File: src/hdl/hab_pkg.sv
// Shared constants, codes and types of the histogram accumulator.
// No dependencies; imported by hab_binner and the accumulator core.
`default_nettype none

package hab_pkg;

	localparam int NUM_BINS = 1024;
	localparam int BIN_W    = $clog2(NUM_BINS);
	localparam int NB_W     = BIN_W + 1;
	localparam int Q_W      = BIN_W + 2;
	localparam int DIV_STEPS = Q_W;
	localparam int STEP_W   = $clog2(DIV_STEPS);

	localparam logic [31:0] CNT_MAX = 32'h7fff_ffff;

	localparam logic [1:0] CMD_BIN   = 2'd0;
	localparam logic [1:0] CMD_SET   = 2'd1;
	localparam logic [1:0] CMD_CLEAR = 2'd2;

	localparam int CFG_AW = 2;
	localparam logic [CFG_AW-1:0] CFG_BIN_START = 2'd0;
	localparam logic [CFG_AW-1:0] CFG_BIN_SIZE  = 2'd1;
	localparam logic [CFG_AW-1:0] CFG_NUM_BINS  = 2'd2;

	typedef struct packed {
		logic             done;
		logic [BIN_W-1:0] bin;
	} hab_bin_t;

endpackage

`default_nettype wire

File: src/hdl/hab_binner.sv
// Bin index unit: restoring divide of (sample - start) by bin size, one
// quotient bit per cycle, then clamp to the bins in use. Uses hab_pkg.
`default_nettype none

module hab_binner import hab_pkg::*; (
	input  wire logic               clk,
	input  wire logic               arst_n,
	input  wire logic               start,
	input  wire logic signed [31:0] sample_value,
	input  wire logic signed [31:0] bin_start,
	input  wire logic [30:0]        bin_size,
	input  wire logic [NB_W-1:0]    nb,
	output hab_bin_t                res
);

	localparam int DW = 31 + Q_W - 1;

	logic signed [32:0] diff;
	logic [30:0]        size_eff;
	logic [DW-1:0]      d_q;
	logic [31:0]        rem_q;
	logic [Q_W-1:0]     q_q;
	logic [STEP_W-1:0]  step_q;
	logic               busy_q;
	logic               done_q;
	logic               ge;
	logic               last;
	logic               sat;
	logic [NB_W-1:0]    nb_m1;

	assign diff     = {sample_value[31], sample_value} - {bin_start[31], bin_start};
	assign size_eff = (bin_size == '0) ? 31'd1 : bin_size;
	assign ge       = {{(DW-32){1'b0}}, rem_q} >= d_q;
	assign last     = step_q == STEP_W'(DIV_STEPS - 1);

	always_ff @(posedge clk or negedge arst_n) begin
		if (!arst_n) begin
			busy_q <= 1'b0;
			done_q <= 1'b0;
			step_q <= '0;
		end else begin
			done_q <= busy_q & last;
			if (start) begin
				busy_q <= 1'b1;
				step_q <= '0;
			end else if (busy_q) begin
				step_q <= step_q + 1'b1;
				if (last) begin
					busy_q <= 1'b0;
				end
			end
		end
	end

	always_ff @(posedge clk) begin
		if (start) begin
			rem_q <= diff[32] ? 32'd0 : diff[31:0];
			d_q   <= {size_eff, {(Q_W-1){1'b0}}};
			q_q   <= '0;
		end else if (busy_q) begin
			if (ge) begin
				rem_q <= rem_q - d_q[31:0];
			end
			q_q <= {q_q[Q_W-2:0], ge};
			d_q <= d_q >> 1;
		end
	end

	// quotient of 2^NB_W or more saturates regardless of the low bits
	assign nb_m1    = nb - 1'b1;
	assign sat      = q_q[Q_W-1] | (q_q[NB_W-1:0] >= nb);
	assign res.done = done_q;
	assign res.bin  = sat ? nb_m1[BIN_W-1:0] : q_q[BIN_W-1:0];

endmodule

`default_nettype wire

File: config.mk
export PLATFORM = sky130hd
export DESIGN_NAME = hab_binner
export DESIGN_NICKNAME = d
export VERILOG_FILES = /design/src/hdl/hab_pkg.sv /design/src/hdl/hab_binner.sv
export SDC_FILE = /design/constraint.sdc
export NUM_CORES = 1
export LEC_CHECK = 0
export BUFFER_PORTS_ARGS = -buffer_cell sky130_fd_sc_hd__buf_2
export CAP_MARGIN = 20
export CORE_UTILIZATION = 45
export CTS_BUF_LIST = sky130_fd_sc_hd__clkbuf_4 sky130_fd_sc_hd__clkbuf_8
export DETAILED_ROUTE_END_ITERATION = 8
export PLACE_DENSITY = 0.69
export SETUP_SLACK_MARGIN = 0.1
export SLEW_MARGIN = 25
export SYNTH_ARGS = -nofsm -noshare
export SYNTH_HDL_FRONTEND = slang
export SYNTH_SLANG_ARGS = --single-unit
File: constraint.sdc
create_clock -name clk -period 11.1 [get_ports clk]
set_input_delay 1.11 -clock clk [delete_from_list [all_inputs] [get_ports clk]]
set_output_delay 1.11 -clock clk [all_outputs]
set_load 0.01 [all_outputs]
==> summary.md <==
| Metric | Value |
|---|---|
| Crit path DAT | between 3000 and 4000 ps |
| Slowest-stage cell, CP | mux2_2 |
| Detailed Place HPWL | 13.8 mm |
| Number of placed instances, taps included | 1,171 |
| Post-synthesis simple-gate area fraction | 13.4% |
| CP max FO | 10 |
| Share of flip-flops with an asynchronous set or reset after synthesis | 6.52% |
| First-pass iteration count of the detailed router | 5 |
| Critical path origin | nb[0] |
| Routed Antenna Nets | 0 |
| RSZ-0062 raised after global routing | false |
| Gp weighted congestion | 0.902 |
| Vias | about 6.6k |
| Lkg Pwr | around 4.2 nW |
| Worst R2R Start | rem_q[0] |
| Synth Instances | between 800 and 900 |
| Post-Synth Adder-Cell Area | between 10 and 15% |
| Synth unique cells | 74 |
| Clk buf depth | 2 |
| Cts hold-fix bufs | 0 |
| Buffers & Inverters on Critical Path | 2 |
| Multiplexer area fraction after synthesis | roughly 4.4% |
| Starting density of the core | approximately 46% |
| Status | complete, no violations |
| CTS clk-pin slew, worst paths | roughly 90 ps |
| Initial drt markers | 468 |
| CTS tree | done |
| CP dominant cell by count | a21o_1 |
| Syn avg cell area | ~9 µm² |
| PD cells | between 100 and 150 nW/µm² |
| Worst path depth | 12 |
| Synth Cell Area | between 7000 and 8000 µm² |
| Launching element type of the critical path | input port |
| YS warnings | 0 |
| EDFF count, synth | 63 |
| CTS root buf | clkbuf_8 |
| Final Setup Violations | 0 |
| # IOs | between 100 and 150 |
| Layout Nets | ~1.2k |
| Vias per inst | ~5.6 |
| Worst Tran Pin Value | between 800 and 900 ps |
| Grt met1 use | between 30% and 40% |
| Area Growth Syn to Fin | 12.3% |
| FF+latch count, synth | between 90 and 100 |
| H-tree levels | 3 |
| Post-Synth XOR/XNOR Area | between 6 and 7% |
| Main combinational cell family by area after synthesis | compound AO/OA/AOI/OAI gates |
| Worst Reg2Reg Path Length in Cells | 14 |
| Slew Limit Fails | 0 |
| Non-filler cells, final | around 1.2k |
| Most frequent cells in the layout | buf_2 (118), inv_1 (92), ha_1 (77), edfxtp_1 (63), nor2_1 (55) |
| Postcts setup bufs | 0 |
| Post-layout minimum cycle time | roughly 4500 ps |
| Max incr delay on CP | roughly 330 ps |
| Post-cts gate resize count | 0 |
| Seq/Total Area, Yosys | between 30% and 40% |
| Die height | around 130 µm |
| Worst hold stages | 2 |
| Post-Syn Nets | 1,048 |
| Core area | 16,700 µm² |
| Compound-Gate Fraction of Synth Area | a little under a quarter |
| Vias in the first global route | ~6.2k |
| Port bufs | ~120 |
| Detailed-route DRC error count | 0 |
| Most common flop cell mapped by yosys | edfxtp_1 |
| Busiest metal layer after global routing | met2 |
| Hold path startpoint | d_q[0] |
| Endpoint class of the critical path | output pin |
| Clock latency on the worst-skew pair | between 300 and 400 ps |
| Crit Path Class | input port to output pin |
| GR Util met2 | about a third |
| Layout cells sized above 1 | between 10% and 20% |
| Global-route wire length before repair | about 30 mm |
| Period utilization | ~40% |
| Clock Sinks | between 90 and 100 |
| Die X | about 130 µm |
| Global-route usage over all layers | about a fifth |
| Crit-path cells | buf_2 -> ha_1 -> nand2b_1 -> a21o_1 -> a21o_1 -> a21o_1 -> a21o_1 -> a21o_1 -> a21oi_1 -> o21ai_2 -> mux2_2 -> buf_2 |
| Most common cell after layout, fill and taps aside | buf_2 |
| GRT overflow | 0 |
| Total CTS buffers | 9 |
| Max cap viols | 0 |
| Total negative slack | 0 ps |
| ANT cells | 0 |
| Antenna violations before repair | 0 |
| Crit path required time | between 9000 and 10,000 ps |
| Critical path's top delay family | compound AO/OA/AOI/OAI gates |
| Site Rows | 47 |
| Largest net degree at the start of global routing | 62 |
| VDD IR max | between 60 and 70 µV |
| Final Skew | approximately 13 ps |
| Wirelength, routed | 18.0 mm |
| Fmax | between 200 and 250 MHz |
| Fill count | 1,597 |
| Die ar. | approximately 18,000 µm² |
| Met3 usage | 2.21% |
| Hold/Removal Path Class | flip-flop to flip-flop |
| Worst relative slew slack | 41.5% |
| Final Hold Fails | 0 |
| DR WL/cell | 15.2 µm |
## final timing paths
path | slack [ps] | end
max in group asynchronous | 10370 | step_q[0]
setup / recovery | 6620 | res[4]
setup reg to reg | 7400 | rem_q[13]
hold / removal | 510 | d_q[0]
min in group asynchronous | 560 | busy_q
hold reg to reg | 510 | d_q[0]
## synth_stat cells (19+ instances only)
| cell | count | area share (%) |
|---|---|---|
| clkbuf_1 | 23 | 1.1 |
| dfxtp_1 | 23 | 5.9 |
| edfxtp_1 | 63 | 24 |
| o21ai_0 | 28 | 1.8 |
| nand2_1 | 49 | 2.4 |
| a21o_1 | 50 | 4.8 |
| o22ai_1 | 23 | 1.9 |
| xor2_1 | 25 | 2.8 |
| o31ai_1 | 24 | 2.3 |
| xnor2_1 | 36 | 4.1 |
| nor2_1 | 55 | 2.7 |
| a21oi_1 | 48 | 3.1 |
| nand3_1 | 19 | 1.2 |
| mux2i_1 | 25 | 3.2 |
| ha_1 | 77 | 12 |
| inv_1 | 93 | 4.5 |
## where the power goes
group | internal (mW) | switching [mW]
Clock | 0.0865 | 0.126
Combinational | 0.228 | 0.298
Sequential | 0.420 | 0.0151
## flip-flops by register name (all words and copies together), names as in the netlist
register	cells
step_q	4
busy_q	1
d_q	42
q_q	12
rem_q	32
done_q	1
## per-stage QoR
| step | total power, mW | hold WS (ps) | cell area, µm² | utilization, % | setup WS [ps] |
|---|---|---|---|---|---|
| after detailed placement | 0.955 | 500 | 8530 | 51.1 | 6620 |
| after floorplan | 0.837 | 457 | 7760 | - | 6250 |
| after global placement | 0.950 | 474 | 8530 | 51.1 | 6690 |
| final | 1.17 | 514 | 8710 | 52.2 | 6620 |
| after global routing | 1.25 | 553 | 8710 | 52.2 | 6460 |
| after CTS | 1.17 | 524 | 8710 | 52.2 | 6610 |
## final cells by class
cell class / count / area (µm²) / share of cell area [%]
inverters: 93 / 349 / 4.01
repair buffers: 122 / 621 / 7.13
well taps: 220 / 275 / 3.16
flip-flops and latches: 92 / 2500 / 28.7
clock buffers: 10 / 138 / 1.58
multi-input cells: 644 / 4780 / 54.9
clock inverters: 6 / 40.0 / 0.460
## metal layers
| metal | part of all wire, % | wire length [µm] |
|---|---|---|
| met1 | 50 | 9060 |
| met2 | 43 | 7760 |
| met3 | 5.2 | 936 |
| met4 | 1.6 | 290 |
| met5 | 0 | 0 |
## kinds of logic (layout without fill, tap and decap cells)
kind of cell | Yosys count | after routing
DFF | 92 | 92
and+or+nand+nor | 211 | 211
muxes | 33 | 33
AOI/OAI and AO/OA | 260 | 260
buffers and inverters | 124 | 231
adders and majority gates | 79 | 79
xor gates and xnor gates | 61 | 61
## tightest hold or removal path, cell delays in order, from the launching register on
cell and delay (ps):
dfxtp_1 350, mux2i_1 70, nor2_1 70
No activity file was read; power rests on OpenSTA's default activity.
